--- config.mk ---
export PLATFORM = sky130hd
export DESIGN_NAME = ecfir_cell
export DESIGN_NICKNAME = d
export VERILOG_FILES = /design/src/hw/rtl/ecfir_pkg.sv /design/src/hw/rtl/ecfir_cell.sv
export SDC_FILE = /design/constraint.sdc
export NUM_CORES = 1
export LEC_CHECK = 0
export ABC_CLOCK_PERIOD_IN_PS = 1900
export BUFFER_PORTS_ARGS = -buffer_cell sky130_fd_sc_hd__buf_2
export CAP_MARGIN = 20
export CORE_ASPECT_RATIO = 1.4
export CORE_MARGIN = 2
export CORE_UTILIZATION = 44
export CTS_CLUSTER_SIZE = 20
export DETAILED_ROUTE_END_ITERATION = 12
export HOLD_SLACK_MARGIN = 0.05
export MAX_ROUTING_LAYER = met4
export PLACE_DENSITY = 0.84
export SYNTH_ARGS = -nofsm -noshare
export SYNTH_HDL_FRONTEND = slang
export SYNTH_SLANG_ARGS = --single-unit
export TNS_END_PERCENT = 20
--- constraint.sdc ---
create_clock -name clk -period 1.9 [get_ports clk]
set_clock_uncertainty 0.2 [all_clocks]
set_input_delay 0.095 -clock clk [delete_from_list [all_inputs] [get_ports clk]]
set_output_delay 0.095 -clock clk [all_outputs]
set_load 0.1 [all_outputs]
--- src/hw/rtl/ecfir_pkg.sv ---
// Shared widths, register codes, control structs and saturation helper for the compensation filter.
package ecfir_pkg;

  localparam int MAX_TAPS_DEF = 64;

  localparam int VOLT_W  = 16;
  localparam int GAIN_W  = 16;
  localparam int COEF_W  = 18;
  localparam int IDX_W   = 6;
  localparam int TAPS_W  = 7;
  localparam int SCALE_W = 32;
  // A scaled current is the 32-bit product floored by 8, which always fits in 24 bits.
  localparam int HIST_W  = SCALE_W - 8;
  localparam int PROD_W  = COEF_W + HIST_W;
  localparam int CFG_W   = 16;

  typedef enum logic {
    REG_TAP_COUNT    = 1'b0,
    REG_CURRENT_GAIN = 1'b1
  } cfg_reg_t;

  typedef enum logic {
    OP_SAMPLE = 1'b0,
    OP_COEF   = 1'b1
  } op_t;

  // Chain movement: push shifts history toward older taps, rotate circulates
  // history and coefficients toward cell zero.
  typedef struct packed {
    logic push;
    logic rotate;
  } cell_ctrl_t;

  typedef struct packed {
    logic clear;
    logic take;
  } mac_ctrl_t;

  function automatic logic signed [VOLT_W-1:0] sat16(input logic signed [63:0] x);
    if (x > 64'sd32767) begin
      return 16'sh7fff;
    end else if (x < -64'sd32768) begin
      return 16'sh8000;
    end
    return x[VOLT_W-1:0];
  endfunction

endpackage

--- src/hw/rtl/ecfir_cell.sv ---
// One tap cell of the chain: holds a scaled current and a kernel coefficient.
module ecfir_cell
  import ecfir_pkg::*;
(
  input  logic                     clk,
  input  logic                     rst,
  input  cell_ctrl_t               ctrl,
  input  logic signed [HIST_W-1:0] hist_prev,
  input  logic signed [HIST_W-1:0] hist_succ,
  input  logic signed [COEF_W-1:0] coef_succ,
  input  logic                     coef_we,
  input  logic signed [COEF_W-1:0] coef_wdata,
  output logic signed [HIST_W-1:0] hist,
  output logic signed [COEF_W-1:0] coef
);

  always_ff @(posedge clk) begin
    if (rst) begin
      hist <= '0;
    end else if (ctrl.push) begin
      hist <= hist_prev;
    end else if (ctrl.rotate) begin
      hist <= hist_succ;
    end
  end

  // Coefficients have no reset; the user must write an entry before it is read (not enforced here).
  always_ff @(posedge clk) begin
    if (ctrl.rotate) begin
      coef <= coef_succ;
    end else if (coef_we) begin
      coef <= coef_wdata;
    end
  end

endmodule

== After elaboration in Yosys (flattened, before gate mapping) ==
Index checks and enable logic that the tools add are counted.
Word-level totals
  bits in registers: 42
  bits in latches: 0
  bits in writable memories: 0
  bits in read-only memories: 0
  bits of input ports: 89
  output and inout port bits: 42
  word-level logic and storage cells: 8
  memories kept: 0
Operators by class
  add/sub/neg operators: 0
  $mul: 0
  divide/modulo/power cells: 0
  order comparisons: 0
  equality and inequality tests: 0
  shift operators: 0
  muxes and demuxes: 4
  bitwise operators: 0
  reductions and logical operators: 2
Operators by type and width (count)
  two-way mux 24 bit: 2
  two-way mux 18 bit: 2
  nonzero test 2 bit: 2

== Longest topological paths before layout ==
  depth in word-level cells: 2
  mapped depth: 4
  mapped depth without buffers: 2

== Least setup slack after synthesis ==
Ideal clock, no wire load.
  kind: reg2reg
  start: register hist[21] (netlist name)
  end: register hist[21]
  library setup time: 80 ps
  arrival: 1338 ps
  required time: 1620 ps
  path slack: 282 ps
  stages on the path, launching flop included: 3
  buffers on the path: 0
  clock period less this slack: 1618 ps
  cell sequence: dfxtp_1 mux2i_1 a211oi_2
RTL lines
  end signal: assignment: line ecfir_cell.sv:21  | hist <= hist_prev;
  end signal: assignment: line ecfir_cell.sv:23  | hist <= hist_succ;
  end: declaration: line ecfir_cell.sv:13  | output logic signed [HIST_W-1:0] hist,

== Worst setup path after layout ==
  start: input ctrl[0] (netlist name)
  end: register hist[15]
Between the ends
  word-level cells in the longest chain between the ends: 1
Ends and longest elaborated chain
  start: declaration: line ecfir_cell.sv:7  | input cell_ctrl_t ctrl,
  nonzero test 2 bit (no source line)
Every way passes these cells.
A chain may end at the register's enable or synchronous reset.

==> run summary <==
The run finished with clean final reports. The standby leakage power came out at about 0.0017 uW. The final period demand of the worst path came out at approximately 1.8 ns. Measured along the x axis, the die boundary spans 59.6 um. The starting utilization of the core area is between 40% and 50%. Cells with a size suffix above 1 make up between 40% and 50% of the layout. The routed wirelength normalized by instance count is 16.1 um. The total number of nets in the final design is around 450.

In this run the worst setup path begins at ctrl[0]. The layout-stage area growth over the synthesis result is 82.9%. From bottom edge to top edge, the die measures 81.9 um. The number of antenna violations at the first check in global routing is 0. The arrival time reported for the critical path endpoint came out at 1.78 ns. The number of filler cells placed in the layout came out at 233. The slack of the worst reg-to-reg path came out at 0.33 ns. The iteration count of the initial detailed-routing pass is 4. The number of violations of the max-capacitance limit came out at 0.

STA classifies the critical path startpoint as an input port. The post-synth design cell area came out at between 0.0015 and 0.002 mm^2. The area of the placeable core is about 0.0042 mm^2. The endpoint type of the worst setup path is a flip-flop. The total die area is about 0.0049 mm^2. In this run the worst setup path terminates at hist[15]. For this design the ratio of total power to cell area is around 820 mW/mm^2. The final wirelength came out at around 6.5 mm. The maximum root-to-sink buffer count is 2. The top-level I/O count came out at approximately 130. At the pin with the least slew margin, the transition time is 0.506 ns. The DRC violation count after routing came out at 0. The final number of hold-violating endpoints is 0. The number of levels the H-tree was split into came out at 2. After global routing the overflow that remains totals 0. The worst path required time is about 1.9 ns.

Entering global routing, the biggest net connects 26 pins. The share of synthesized area occupied by flip-flops and latches came out at a little over half. The worst-case vdd ir drop is about 0.57 mV.

The multi-input logic area is slightly below 800 um^2. The number of antenna diodes in the final layout is 0. Port buffering added 130 buffers. The top-area cell type share of the netlist area is 28.3%.

The clock root buffer master is clkbuf_8. The worst setup path is of the in -> reg kind. The clock latency of the later-clocked register in the worst-skew pair came out at roughly 0.29 ns.

By area the synthesized netlist is led by edfxtp_1 28%, dfxtp_1 25%, mux2i_1 13%. The global placer's final weighted congestion came out at between 0.7 and 0.8. Setup repair after global routing left no endpoint under its margin. The worst path uses a little over nine tenths of the clock period. The tree built by TritonCTS fans out to 42 sinks. The count of cells along the worst register-to-register path came out at 3.

The number of synthesis warnings is 0. The routed via count came out at 2011. The beginning of the worst hold path is coef_we. The number of distinct library cells after synthesis came out at 15. The total routing resource utilization after global routing came out at between 20 and 30%. Clock-pin slew was measured on the worst setup and hold paths at around 0.080 ns.

The row count is 28. The relative slew slack came out at 66.5%. Counting every instance in the synthesized netlist gives 145.

In this run the cell area measured after placement is ~0.0025 mm^2. The remaining antenna violation count came out at 0. The peak fanout along the critical path is 21. The number of DRC markers after the initial detailed-route iteration is 43. Setup violations remaining at the end of the flow were counted as 0.

Summed over all instances, the cell type with the most area after synthesis is edfxtp_1. In this run, synthesis produced a sequential element count of 42. The post-route standard cell area excluding fillers came out at 0.00349 mm^2.

The mean instance size in the synthesized netlist is between 10 and 15 um^2. The TritonCTS clock tree is yes. The first global-routing pass estimated between 9 and 10 mm of wire. The area taken by flip-flops and latches came out at between 0.001 and 0.0015 mm^2.

In this run the critical register-to-register path is captured at hist[15]. The number of global-route vias before repair came out at 2149. The number of instances resized during post-cts repair came out at 0.

In the routed layout, each cell is associated on average with a via count of about 5. The detailed placement HPWL came out at ~3.5 mm. The total nets after synthesis came out at between 200 and 250. The number of clock buffers added by TritonCTS is 5. The final max-slew violation count is 0. The startpoint identified for the worst register-to-register timing path is hist[15]. Based on the critical path, the design can be clocked at up to approximately 0.55 GHz.

Setup total negative slack on the finished layout was measured at 0 ns. The class of the most critical hold timing path is in -> reg.
[sequential cells by signal, indices dropped and copies added, names as in the netlist]
signal  flops
coef       18
hist       24
[per-stage QoR]
| step | setup slack [ns] | cells | hold WS, ns | util, % | power, uW |
|---|---|---|---|---|---|
| floorplan | 0.282 | 145 | -0.0404 | - | 1830 |
| global placement | 0.410 | 312 | 0.191 | 60.4 | 2000 |
| detailed placement | 0.388 | 312 | 0.201 | 60.4 | 2020 |
| CTS | 0.162 | 404 | 0.252 | 83.0 | 2850 |
| global route | 0.0177 | 404 | 0.292 | 83.0 | 2970 |
| finish | 0.0949 | 404 | 0.256 | 83.0 | 2860 |
[cell usage after synthesis]
cell / instances
buf_12: 2
buf_6: 1
buf_2: 1
edfxtp_1: 18
nor2b_1: 24
a211oi_1: 23
buf_4: 1
a211oi_2: 1
dfxtp_1: 24
clkbuf_1: 5
inv_1: 1
buf_8: 1
mux2_2: 18
mux2i_1: 24
or2_2: 1
[power breakdown]
group / switching [uW] / leakage, uW / total, uW / internal (uW)
logic: 777 / 0.00123 / 1110 / 337
registers: 33.2 / 0.000384 / 1060 / 1030
clock network: 296 / 0.0000541 / 681 / 385
total: 1110 / 0.00167 / 2860 / 1750
[cell families (layout without fill, tap and decap cells)]
group	after synthesis	in the layout	share of synthesized area, %
simple gates	25	25	8.20
compound gates	24	24	9.71
buf+inv	12	226	5.31
mux	42	42	23.2
flops	42	42	53.5
[area by class of cell]
type | instances | area share (%)
clock buffer | 5 | 1.97
tap | 45 | 1.61
inverter | 1 | 0.108
sequential | 42 | 29.3
multi-input combinational | 91 | 22.5
clock inverter | 3 | 1.15
timing repair buffer | 217 | 43.4
[worst min path at each step]
stage | to | cells after the start
2_1_floorplan | hist[21] | 1
3_3_place_gp | hist[15] | 3
3_5_place_dp | coef[16] | 2
4_1_cts | coef[10] | 2
5_1_grt | coef[10] | 2
6_report | coef[10] | 2
[critical path: stages]
cell and delay [ns]:
buf_2 0.38, buf_4 0.31, mux2i_1 0.28, a211oi_1 0.12, dlygate4sd3_1 0.59
[placed cells by master (no fill, tap or decap), drive strengths merged]
cell type and count:
mux2 18, a211oi 24, dlygate4sd3 84, clkbuf 5, clkinv 1, or2 1
inv 1, dfxtp 24, bufinv 1, nor2b 24, clkinvlp 1, mux2i 24
edfxtp 18, buf 133
[repair_timing]
action | 4_1_cts | 5_1_grt
buffers inserted | 0 | 0
hold buffers | 84 | 0
endpoints found under the hold margin | 42 | 0
[metal layers]
layer	part of all wire (%)	track usage [%]	routed length, um
met5	0	-	0
met4	1.6	8.00	103
met3	5.2	5.98	338
met2	59	56.8	3840
met1	34	26.1	2230
Note: power is estimated with default switching activity, not from simulation.
