### config.mk
export PLATFORM = sky130hd
export DESIGN_NAME = ecfir_mac
export DESIGN_NICKNAME = d
export VERILOG_FILES = /design/src/hw/rtl/ecfir_pkg.sv /design/src/hw/rtl/ecfir_mac.sv
export SDC_FILE = /design/constraint.sdc
export NUM_CORES = 1
export LEC_CHECK = 0
export BUFFER_PORTS_ARGS = -buffer_cell sky130_fd_sc_hd__buf_2
export CAP_MARGIN = 20
export CORE_AREA = 5 5 328 265
export CTS_BUF_LIST = sky130_fd_sc_hd__clkbuf_16
export DETAILED_ROUTE_END_ITERATION = 10
export DIE_AREA = 0 0 333 270
export REMOVE_ABC_BUFFERS = 1
export SLEW_MARGIN = 10
export SYNTH_ARGS = -nofsm -noshare
export SYNTH_HDL_FRONTEND = slang
export SYNTH_SLANG_ARGS = --single-unit
### constraint.sdc
create_clock -name clk -period 9.5 [get_ports clk]
set_input_delay 1.9 -clock clk [delete_from_list [all_inputs] [get_ports clk]]
set_output_delay 1.9 -clock clk [all_outputs]
set_load 0.02 [all_outputs]
### src/hw/rtl/ecfir_pkg.sv
// Shared widths, register codes, control structs and saturation helper for the compensation filter.
package ecfir_pkg;

  localparam int MAX_TAPS_DEF = 64;

  localparam int VOLT_W  = 16;
  localparam int GAIN_W  = 16;
  localparam int COEF_W  = 18;
  localparam int IDX_W   = 6;
  localparam int TAPS_W  = 7;
  localparam int SCALE_W = 32;
  // A scaled current is the 32-bit product floored by 8, which always fits in 24 bits.
  localparam int HIST_W  = SCALE_W - 8;
  localparam int PROD_W  = COEF_W + HIST_W;
  localparam int CFG_W   = 16;

  typedef enum logic {
    REG_TAP_COUNT    = 1'b0,
    REG_CURRENT_GAIN = 1'b1
  } cfg_reg_t;

  typedef enum logic {
    OP_SAMPLE = 1'b0,
    OP_COEF   = 1'b1
  } op_t;

  // Chain movement: push shifts history toward older taps, rotate circulates
  // history and coefficients toward cell zero.
  typedef struct packed {
    logic push;
    logic rotate;
  } cell_ctrl_t;

  typedef struct packed {
    logic clear;
    logic take;
  } mac_ctrl_t;

  function automatic logic signed [VOLT_W-1:0] sat16(input logic signed [63:0] x);
    if (x > 64'sd32767) begin
      return 16'sh7fff;
    end else if (x < -64'sd32768) begin
      return 16'sh8000;
    end
    return x[VOLT_W-1:0];
  endfunction

endpackage

### src/hw/rtl/ecfir_mac.sv
// Multiply-accumulate unit fed by the head cell of the chain.
module ecfir_mac
  import ecfir_pkg::*;
#(
  parameter int MAX_TAPS = MAX_TAPS_DEF
) (
  input  logic                     clk,
  input  logic                     rst,
  input  mac_ctrl_t                ctrl,
  input  logic signed [COEF_W-1:0] coef,
  input  logic signed [HIST_W-1:0] hist,
  output logic signed [PROD_W+$clog2(MAX_TAPS)-1:0] acc
);

  localparam int ACC_W = PROD_W + $clog2(MAX_TAPS);

  logic signed [PROD_W-1:0] prod;
  logic                     prod_take;

  always_ff @(posedge clk) begin
    prod <= coef * hist;
  end

  always_ff @(posedge clk) begin
    if (rst) begin
      prod_take <= 1'b0;
      acc       <= '0;
    end else begin
      prod_take <= ctrl.take;
      if (ctrl.clear) begin
        acc <= '0;
      end else if (prod_take) begin
        acc <= acc + ACC_W'(prod);
      end
    end
  end

endmodule

---- Word-level counts from Yosys, hierarchy flattened ----
Index checks and enable logic that the tools add are counted.
operators by class
  add/subtract/negate cells ............... 1
  multipliers ............................. 1
  reductions and logical operators ........ 1
operators by type and width
  cell                          number
  adder 48 x 42 -> 48 bit       1
  multiplier 18 x 24 -> 42 bit  1
  OR reduction 2 bit            1
storage, ports and cells
  register bits ........................... 91
  input bits .............................. 46
  output and inout port bits .............. 48
  logic and storage cells ................. 6

---- Depth between registers and ports, before layout ----
Gate-level depths: netlist of the first run.
  depth in word-level cells ............... 1
  mapped depth ............................ 26
  depth with buffers taken out ............ 24

---- Worst setup path before layout of the first run ----
No wires, ideal clock.
  kind .................................... in2reg
  start ................................... input port hist[13]
  end ..................................... register prod[41]
  library setup time ...................... 72 ps
  arrival time ............................ 7703 ps
  data required time ...................... 9428 ps
  setup slack ............................. 1725 ps
  cell stages on the path ................. 24
  path buffers ............................ 2
  path through ............................ clkbuf_1 > clkbuf_1 > nand2_1 > fa_1 > inv_1 > fa_1 > inv_1 > fa_1 > inv_1 > fa_1 > fa_1 > inv_1 > fa_1 > inv_1 > ha_1 > a21oi_1 > o21ai_0 > or4_1 > o21ai_0 > nand4b_1 > a41oi_1 > o31ai_1 > a21oi_1 > xnor2_1
between the ends
  longest elaborated chain between the ends .. 1
RTL lines
  element                       line             RTL
  from (decl)                   ecfir_mac.sv:11  input logic signed [HIST_W-1:0] hist,
  multiplier 18 x 24 -> 42 bit  ecfir_mac.sv:21  prod <= coef * hist;
  to (signal assigned)          ecfir_mac.sv:21
  to (decl)                     ecfir_mac.sv:17  logic signed [PROD_W-1:0] prod;
No other way between the ends.
A chain may end at the register's enable or synchronous reset.

---- Worst setup path after layout of the first run ----
  start ................................... input port coef[3]
  end ..................................... register prod[41]
between the ends
  longest elaborated chain between the ends .. 1
RTL lines
  element                       line             RTL
  from (decl)                   ecfir_mac.sv:10  input logic signed [COEF_W-1:0] coef,
  multiplier 18 x 24 -> 42 bit  ecfir_mac.sv:21
No other way between the ends.

==> results of run 1 <==
tightest hold or removal path, cell delays in order, from the launching register on:
cell	delay (ns)
dfxtp_1	0.33
nand2_1	0.06
a21oi_1	0.05
flip-flops by register name (all words and copies together) (netlist names):
register,flops
acc,48
prod,42
prod_take,1
area by class of cell:
type	instances	area [um2]
clock buffers	9	225
clock inverters	7	100
fillers	8952	61000
inverters	518	1940
multi-input cells	1662	16500
flip-flops and latches	91	1820
well taps	1115	1400
repair buffers	98	503
worst paths after layout:
path | slack, ns | to | depth (start not counted)
hold / removal | 0.48 | acc[42] | 2
hold reg to reg | 0.48 | acc[42] | 2
setup / recovery | 1.54 | prod[41] | 23
setup reg to reg | 6.11 | acc[38] | 10
per-stage QoR:
step                std cells  hold slack, ns  worst slack [ns]
floorplan                2271           0.552              2.24
global route             3500           0.530              1.13
global placement         3484           0.477              1.18
CTS                      3500           0.491              1.51
finish                   3500           0.482              1.54
detailed placement       3484           0.480              1.13
per-layer routing:
layer | GRT usage (%) | vias to the layer above
met3 | 3.28 | 38
met1 | 19.4 | 7554
met5 | 0 | -
met4 | 1.60 | 0
met2 | 17.7 | 458
li1 | - | 7280
logic make-up after synthesis:
| family | Yosys count | share of synthesized area (%) |
|---|---|---|
| AO/OA/AOI/OAI | 298 | 9.41 |
| flip-flops | 91 | 8.83 |
| AND/OR/NAND/NOR | 694 | 15.9 |
| adder cells (fa/ha/maj) | 578 | 50.6 |
| multiplexers | 26 | 1.27 |
| buffers and inverters | 615 | 11.2 |
| XOR/XNOR | 66 | 2.80 |
cell usage in the layout, fill, tap and decap left out, types with 8 or more instances in the layout:
cell         n
o21bai_1    12
nor2_1      92
ha_1       152
nor2b_1      9
a21oi_1     97
xor2_1      20
buf_2       93
a21o_1      29
a211oi_1    17
dfxtp_1     90
nor3_1      17
xnor2_1     46
inv_1      518
mux2i_1     25
or3_1        8
clkbuf_16    9
nand2b_1    11
nand2_1    322
and3_1      10
fa_1       426
o211ai_1    12
a21boi_0     8
o21ai_0     49
nand3_1     27
o21a_1      17
and2_1     160
nand4_1     11
==> key figures, run 1 <==
Floorplanning
  – Initial core utilization: 24.7%
  – IO Pins: 94
  – Die X: around 330 um
  – Die Height: 270 um
  – Rows: between 90 and 100
  – Core Region: 83400 um2
  – Die Area: 89900 um2

Clock network
  – Worst skew pair latency: roughly 0.35 ns
  – Root buf cell: clkbuf_16
  – CTS Sinks: 91
  – Clock Path Buffers: 2
  – Postcts setup bufs: 0
  – CTS Buf Count: 9
  – H-tree levels: 3
  – TritonCTS clock tree: done
  – Post-CTS sizing: 0
  – CTS Hold Bufs: 0
  – Clock slew at reported path FFs: about 0.080 ns

GRT
  – Grt ovf: 0
  – Initial antenna violation count: 0
  – First-pass GRT wire length: between 90 and 100 mm
  – Pin count of the biggest net entering global routing: 50
  – Vias in the first global route: 15928
  – GRT Util Overall: 12.5%

Worst setup path
  – Critical-path cell list: buf_2, nand2_1, fa_1, inv_1, fa_1, inv_1, fa_1, inv_1, fa_1, fa_1, inv_1, fa_1, inv_1, ha_1, a21oi_1, o21ai_0, or4_1, o21ai_0, nand4b_1, a41oi_1, o31ai_1, a21oi_1, xnor2_1
  – Most used cell, CP: fa_1
  – Worst endpoint data arrival time: about 8.2 ns
  – Worst stage delay on the critical path: 0.56 ns
  – CP startpoint: coef[3]
  – Critical path's top delay family: adder cells
  – CP Capture Type: flop
  – Critical path's slowest cell: fa_1
  – Critical path type: input port to flop
  – Crit Path Max Fanout: 24
  – Crit path required time: 9.77 ns
  – Worst r2r src: acc[21]
  – CP Launch Type: input port
  – WP buf/inv: 6

Drt
  – M1 WL: between 20 and 30 mm
  – Vias per Instance: 4.38
  – Residual DRC count: 0
  – Initial DRC Count: 997
  – Total Wirelength: around 56 mm
  – Met3 Routed Length: around 4.8 mm
  – First-pass DRT Iterations: 5
  – Antenna-violating nets left: 0
  – Routed via count: 15330
  – Routed wl met2: between 20 and 25 mm
  – Top sig layer: met4
  – DR WL/cell: 16.0 um

Placement
  – Dpl hpwl: 46.6 mm
  – Gp weighted congestion: 0.862
  – Port bufs: 93
  – DP Area: about 22000 um2

Yosys
  – Post-synth cell types: 66
  – Ys async rst share: 0%
  – Area of the mapped netlist: roughly 21000 um2
  – Synth top area share: 41.3%
  – Gate Count Post-Synth: 2368
  – #FFs+latches synth: 91
  – Ys Warns: 0
  – Number of synthesized flops with an enable pin: 0
  – Top_reg_cell synth: dfxtp_1
  – Area leader, netlist: fa_1
  – Synth top cells by count: 517 x inv_1, 426 x fa_1, 322 x nand2_1
  – Synth area leaders: fa_1 41%, inv_1 9.4%, ha_1 9.2%, dfxtp_1 8.8%, nand2_1 5.9%
  – Most common cell in the netlist: inv_1
  – Avg Cell Area, Syn: 8.71 um2
  – Seq/Total Area, Yosys: 8.83%

STA
  – Tightest Pin Transition: 0.741 ns
  – Tcrit/Tclk final: 83.7%
  – Final Max Slew Viols: 0
  – Setup TNS: 0 ns
  – Clock period minus worst slack: 7.96 ns
  – Final Setup Violations: 0
  – RSZ-0062 raised after global routing: no
  – Skew final: approximately 0.016 ns
  – Fmax achieved: 126 MHz
  – Slew headroom: 50.5%
  – Final hold vios: 0

Layout
  – Post-Layout Inst Area: 22500 um2
  – Fin util: 27.0%
  – Layout cells sized above 1: 5.28%
  – Final net count: 3004
  – Antenna Cells: 0
  – Area grow syn2layout: 9.02%

Worst hold path
  – Hold crit path type: flop to flop
  – Hold path startpoint: acc[42]

Run
  – Max Cap Viol: 0

Status
  – Status: complete, no violations
Power of run 1 is not shown: default switching activity piles up to over one toggle a cycle in this logic, so the estimate is an artifact.
==> run 2: changes to the inputs <==
==> constraint.sdc (replaced) <==
create_clock -name clk -period 7.5 [get_ports clk]
set_input_delay 1.5 -clock clk [delete_from_list [all_inputs] [get_ports clk]]
set_output_delay 1.5 -clock clk [all_outputs]
set_load 0.02 [all_outputs]
==> key figures, run 2 (synthesis results as in run 1) <==
Status
  – Status: complete, no violations

Clock network
  – CTS Sinks: 91 (unchanged)
  – Worst skew pair latency: 0.37 ns (+0.02 ns)
  – Postcts setup bufs: 0 (unchanged)
  – CTS Buf Count: 9 (unchanged)
  – CTS Hold Bufs: 0 (unchanged)
  – Post-CTS sizing: 0 (unchanged)
  – Root buf cell: clkbuf_16
  – TritonCTS clock tree: done
  – H-tree levels: 3 (unchanged)
  – Clock slew at reported path FFs: 0.07 ns (about the same)
  – Clock Path Buffers: 2 (unchanged)

Drt
  – Routed via count: 15542 (+1.4%)
  – First-pass DRT Iterations: 5 (unchanged)
  – DR WL/cell: 15.4 um (-3.3%)
  – Initial DRC Count: 819 (-18%)
  – Antenna-violating nets left: 0 (unchanged)
  – Vias per Instance: 4.29 (-2.0%)
  – Residual DRC count: 0 (unchanged)
  – Total Wirelength: 55.9 mm (about the same)

Floorplanning
  – Die Area: 89900 um2 (unchanged)
  – Rows: 95 (unchanged)
  – Die X: 333 um (unchanged)
  – Core Region: 83400 um2 (unchanged)
  – Die Height: 270 um (unchanged)
  – IO Pins: 94 (unchanged)
  – Initial core utilization: 24.7% (unchanged)

Worst setup path
  – R2R Setup Slk: 4.20 ns (-1.91 ns)
  – Critical path's slowest cell: fa_1
  – Crit Path Max Fanout: 7 (-71%)
  – Worst r2r src: acc[0]
  – Worst stage delay on the critical path: 0.54 ns (-0.02 ns)
  – CP startpoint: hist[13]
  – CP Capture Type: flop
  – Critical path type: input port to flop
  – R2R depth: 12 (+2)
  – Critical-path cell list: buf_2, nand2_1, fa_1, inv_1, fa_1, inv_1, fa_1, inv_1, fa_1, fa_1, inv_1, fa_1, inv_1, ha_1, a21oi_1, o21ai_0, or4_1, o21ai_0, buf_4, nand4b_1, a41oi_1, buf_4, o21bai_1, xor2_1
  – WP buf/inv: 8 (+2)
  – Crit path required time: 7.75 ns (-2.02 ns)
  – Worst endpoint data arrival time: 7.30 ns (-0.93 ns)
  – Worst r2r dst: acc[38]
  – Critical path's top delay family: adder cells
  – CP Launch Type: input port
  – Most used cell, CP: fa_1

Layout
  – Max reg flops: 48 (unchanged)
  – Layout cells sized above 1: 9.50% (+4.2 points)
  – Fin util: 28.0% (+1.0 points)
  – Final net count: 3114 (+3.7%)
  – Leading cell type in the layout, fill and taps excluded: inv_1
  – Largest regs: acc x48, prod x42, prod_take x1
  – FILL cells: 8895 (-0.64%)
  – Top reg by flops: acc
  – Area grow syn2layout: 13.2%
  – Highest-count cells in the layout ignoring fill and taps: 517 x inv_1, 426 x fa_1, 322 x nand2_1, 160 x and2_1, 152 x ha_1

STA
  – Final hold vios: 0 (unchanged)
  – Fmax achieved: around 140 MHz
  – Skew final: 0.0183 ns (+0.00267 ns)
  – Final Setup Violations: 0 (unchanged)
  – Tcrit/Tclk final: 94.0%
  – Tightest Pin Transition: 0.746 ns (+0.00486 ns)
  – Final Max Slew Viols: 0 (unchanged)
  – Setup TNS: 0 ns (unchanged)
  – Clock period minus worst slack: 7.05 ns
  – Worst hold margin: 0.492 ns (+0.0101 ns)
  – RSZ-0062 raised after global routing: no
  – Slew headroom: 50.3% (-0.23 points)

GRT
  – Grt ovf: 0 (unchanged)
  – Initial antenna violation count: 11 (+11)
  – First-pass GRT wire length: 90.8 mm (-0.29%)
  – Pin count of the biggest net entering global routing: 54 (+8.0%)
  – Vias in the first global route: 16227 (+1.9%)
  – GRT Util Overall: 12.5% (about the same)

Placement
  – Dpl hpwl: 49.5 mm (+6.1%)
  – Gp weighted congestion: 0.897 (+4.0%)
  – Port bufs: 93 (unchanged)

Worst hold path
  – Hold path startpoint: acc[37]
  – Hold path depth: 2 (unchanged)
  – Hold Crit Endpoint: acc[37]
  – Hold crit path type: flop to flop

Run
  – Max Cap Viol: 0 (unchanged)
-- run 2: changes by cell type in the layout (fill, tap and decap cells not counted) --
cell / delta
buf_4: +110
diode_2: +9
clkinv_4: -1
clkinvlp_4: +1
inv_1: -1
inv_8: +1
-- run 2: cell type report --
cell class | instances | area [um2] | area share (%)
Antenna cell | 9 | 22.5 | 0.0965
Clock buffer | 9 | 225 | 0.965
Clock inverter | 7 | 106 | 0.456
Inverter | 518 | 1940 | 8.33
Multi-Input combinational cell | 1662 | 16500 | 70.7
Sequential cell | 91 | 1820 | 7.81
Tap cell | 1115 | 1400 | 5.98
Timing Repair Buffer | 208 | 1330 | 5.69
-- run 2: worst min-delay path, stage by stage (launching register included) --
cell and delay (ns):
dfxtp_1 0.33, nand2_1 0.07, a21oi_1 0.05
-- run 2: how the worst max path moves through the flow --
stage          cells past startpoint        to  slack, ns
6_report                          24  prod[39]       0.45
3_3_place_gp                      24  prod[39]       0.09
4_1_cts                           24  prod[39]       0.42
5_1_grt                           24  prod[39]       0.08
3_5_place_dp                      24  prod[39]       0.02
2_1_floorplan                     19  prod[41]       0.64
-- run 2: routing by layer --
| metal | global-route usage [%] | wire [um] | vias up |
|---|---|---|---|
| li1 | - | - | 7515 |
| met1 | 18.2 | 27400 | 7538 |
| met2 | 18.5 | 23000 | 420 |
| met3 | 3.50 | 4290 | 65 |
| met4 | 2.61 | 1120 | 4 |
| met5 | 0 | 34 | - |
-- run 2: per-stage QoR --
stage	cell area, um2	std cells	worst slack (ns)
3_5_place_dp	23000	3594	0.0186
3_3_place_gp	23000	3594	0.0933
4_1_cts	23300	3610	0.423
6_report	23300	3619	0.450
5_1_grt	23300	3613	0.0787
2_1_floorplan	20300	2271	0.638
Power of run 2 is left out for the same reason.
==> run 3: changes to the inputs <==
--- a/config.mk
+++ b/config.mk
@@ -11,6 +11,7 @@
 export CTS_BUF_LIST = sky130_fd_sc_hd__clkbuf_16
 export DETAILED_ROUTE_END_ITERATION = 10
 export DIE_AREA = 0 0 333 270
+export RECOVER_POWER = 50
 export REMOVE_ABC_BUFFERS = 1
 export SLEW_MARGIN = 10
 export SYNTH_ARGS = -nofsm -noshare
==> key figures, run 3 (synthesis results as in run 1) <==
Status
  – Status: finished, violations left
  – Failing checks: max-capacitance violations, max-slew violations

Drt
  – First-pass DRT Iterations: 5 (unchanged)
  – Residual DRC count: 0 (unchanged)
  – Routed via count: 15551 (+0.058%)
  – Antenna-violating nets left: 0 (unchanged)
  – Initial DRC Count: 786 (-4.0%)
  – DR WL/cell: 15.4 um (about the same)
  – Total Wirelength: 55.9 mm (about the same)
  – Vias per Instance: 4.30 (about the same)

Worst setup path
  – Critical path type: input port to flop
  – Critical-path cell list: buf_2, nand2_1, fa_1, inv_1, fa_1, inv_1, fa_1, inv_1, fa_1, fa_1, inv_1, fa_1, inv_1, ha_1, a21oi_1, o21ai_0, or4_1, o21ai_0, buf_4, nand4b_1, a41oi_1, buf_4, o21bai_1, xor2_1
  – Crit path required time: 7.75 ns (about the same)
  – Most used cell, CP: fa_1
  – Critical path's top delay family: adder cells
  – R2R Setup Slk: 4.15 ns (-0.05 ns)
  – Critical path's slowest cell: fa_1
  – Worst stage delay on the critical path: 0.54 ns (about the same)
  – CP Launch Type: input port
  – WP buf/inv: 8 (unchanged)
  – CP Capture Type: flop
  – Crit Path Max Fanout: 7 (unchanged)
  – Worst endpoint data arrival time: 7.30 ns (about the same)

STA
  – Final Setup Violations: 0 (unchanged)
  – Fmax achieved: 142 MHz (about the same)
  – Setup TNS: 0 ns (unchanged)
  – Tightest Pin Transition: 2.53 ns (+1.79 ns)
  – Skew final: 0.0190 ns (+0.000745 ns)
  – Slew headroom: -68.9% (-120 points)
  – Final hold vios: 0 (unchanged)
  – Tcrit/Tclk final: 94.0% (about the same)
  – Final Max Slew Viols: 50 (+50)
  – Clock period minus worst slack: 7.05 ns (+0.000298 ns)
  – RSZ-0062 raised after global routing: no

Worst hold path
  – Hold crit path type: flop to flop

Run
  – Max Cap Viol: 1 (+1)

GRT
  – Most used routing layer: met2
  – GR Util met1: 18.2% (unchanged)
  – Met2 GRT Util: 18.5% (unchanged)
  – Pin count of the biggest net entering global routing: 54 (unchanged)
  – Grt ovf: 0 (unchanged)
  – First-pass GRT wire length: 90.8 mm (unchanged)
  – GRT Util Overall: 12.5% (unchanged)
  – Vias in the first global route: 16227 (unchanged)
  – Met3 Usage GRT: 3.50% (unchanged)
  – Initial antenna violation count: 11 (unchanged)

Floorplanning
  – Initial core utilization: 24.7% (unchanged)
  – Die Area: 89900 um2 (unchanged)
  – Rows: 95 (unchanged)
  – Core Region: 83400 um2 (unchanged)
  – Die Height: 270 um (unchanged)
  – Die X: 333 um (unchanged)
  – IO Pins: 94 (unchanged)

Clock network
  – Clock slew at reported path FFs: 0.07 ns (about the same)
  – CTS Hold Bufs: 0 (unchanged)
  – Clock Path Buffers: 2 (unchanged)
  – CTS Sinks: 91 (unchanged)
  – H-tree levels: 3 (unchanged)
  – CTS Buf Count: 9 (unchanged)
  – Root buf cell: clkbuf_16
  – Postcts setup bufs: 0 (unchanged)
  – TritonCTS clock tree: done
  – Post-CTS sizing: 0 (unchanged)
  – Worst skew pair latency: 0.37 ns (about the same)

Layout
  – Area grow syn2layout: 12.8%
  – Fin util: 27.9% (-0.078 points)
  – Top reg by flops: acc
  – Final net count: 3114 (unchanged)
  – Layout cells sized above 1: 7.49% (-2.0 points)
  – Max reg flops: 48 (unchanged)
  – Reg area: 1820 um2 (unchanged)
  – Highest-count cells in the layout ignoring fill and taps: 517 x inv_1, 426 x fa_1, 322 x nand2_1, 160 x and2_1, 152 x ha_1
  – Leading cell type in the layout, fill and taps excluded: inv_1
  – FILL cells: 8914 (+0.21%)
  – Multi-input logic area: 16500 um2 (unchanged)
  – Largest regs: acc x48, prod x42, prod_take x1

Placement
  – Port bufs: 93 (unchanged)
  – Gp weighted congestion: 0.897 (unchanged)
  – Dpl hpwl: 49.5 mm (unchanged)
run 3: cell count changes in the layout (fill, tap and decap cells not counted):
cell,before,now
buf_2,93,44
buf_4,115,114
clkbuf_1,0,50
run 3: final cells by class:
class / count / share of cell area [%]
multi-input cells: 1662 / 70.9
inverters: 518 / 8.35
flip-flops and latches: 91 / 7.83
well taps: 1115 / 5.99
repair buffers: 208 / 5.43
clock buffers: 9 / 0.967
clock inverters: 7 / 0.457
diodes: 9 / 0.0967
run 3: worst paths after layout:
kind | start | end | depth (start not counted)
max | hist[13] | prod[39] | 24
min | acc[37] | acc[37] | 2
max reg2reg | acc[0] | acc[38] | 12
min reg2reg | acc[37] | acc[37] | 2
run 3: worst min-delay path, stage by stage (launching register included):
cell and delay (ns):
dfxtp_1 0.33, nand2_1 0.07, a21oi_1 0.05
run 3: metrics by stage:
stage | worst slack (ns) | area [um2] | cells | hold WS [ns]
floorplan | 0.638 | 20300 | 2271 | 0.552
global placement | 0.0933 | 23000 | 3594 | 0.473
detailed placement | 0.0186 | 23000 | 3594 | 0.485
CTS | 0.423 | 23300 | 3610 | 0.496
global route | 0.0787 | 23300 | 3613 | 0.531
finish | 0.449 | 23300 | 3619 | 0.494
run 3: layer usage:
layer | vias up | share of wire, %
met5 | - | 0.061
met4 | 4 | 2.0
met3 | 61 | 7.6
met2 | 412 | 41
met1 | 7561 | 49
li1 | 7513 | -
Power of run 3 is left out for the same reason.
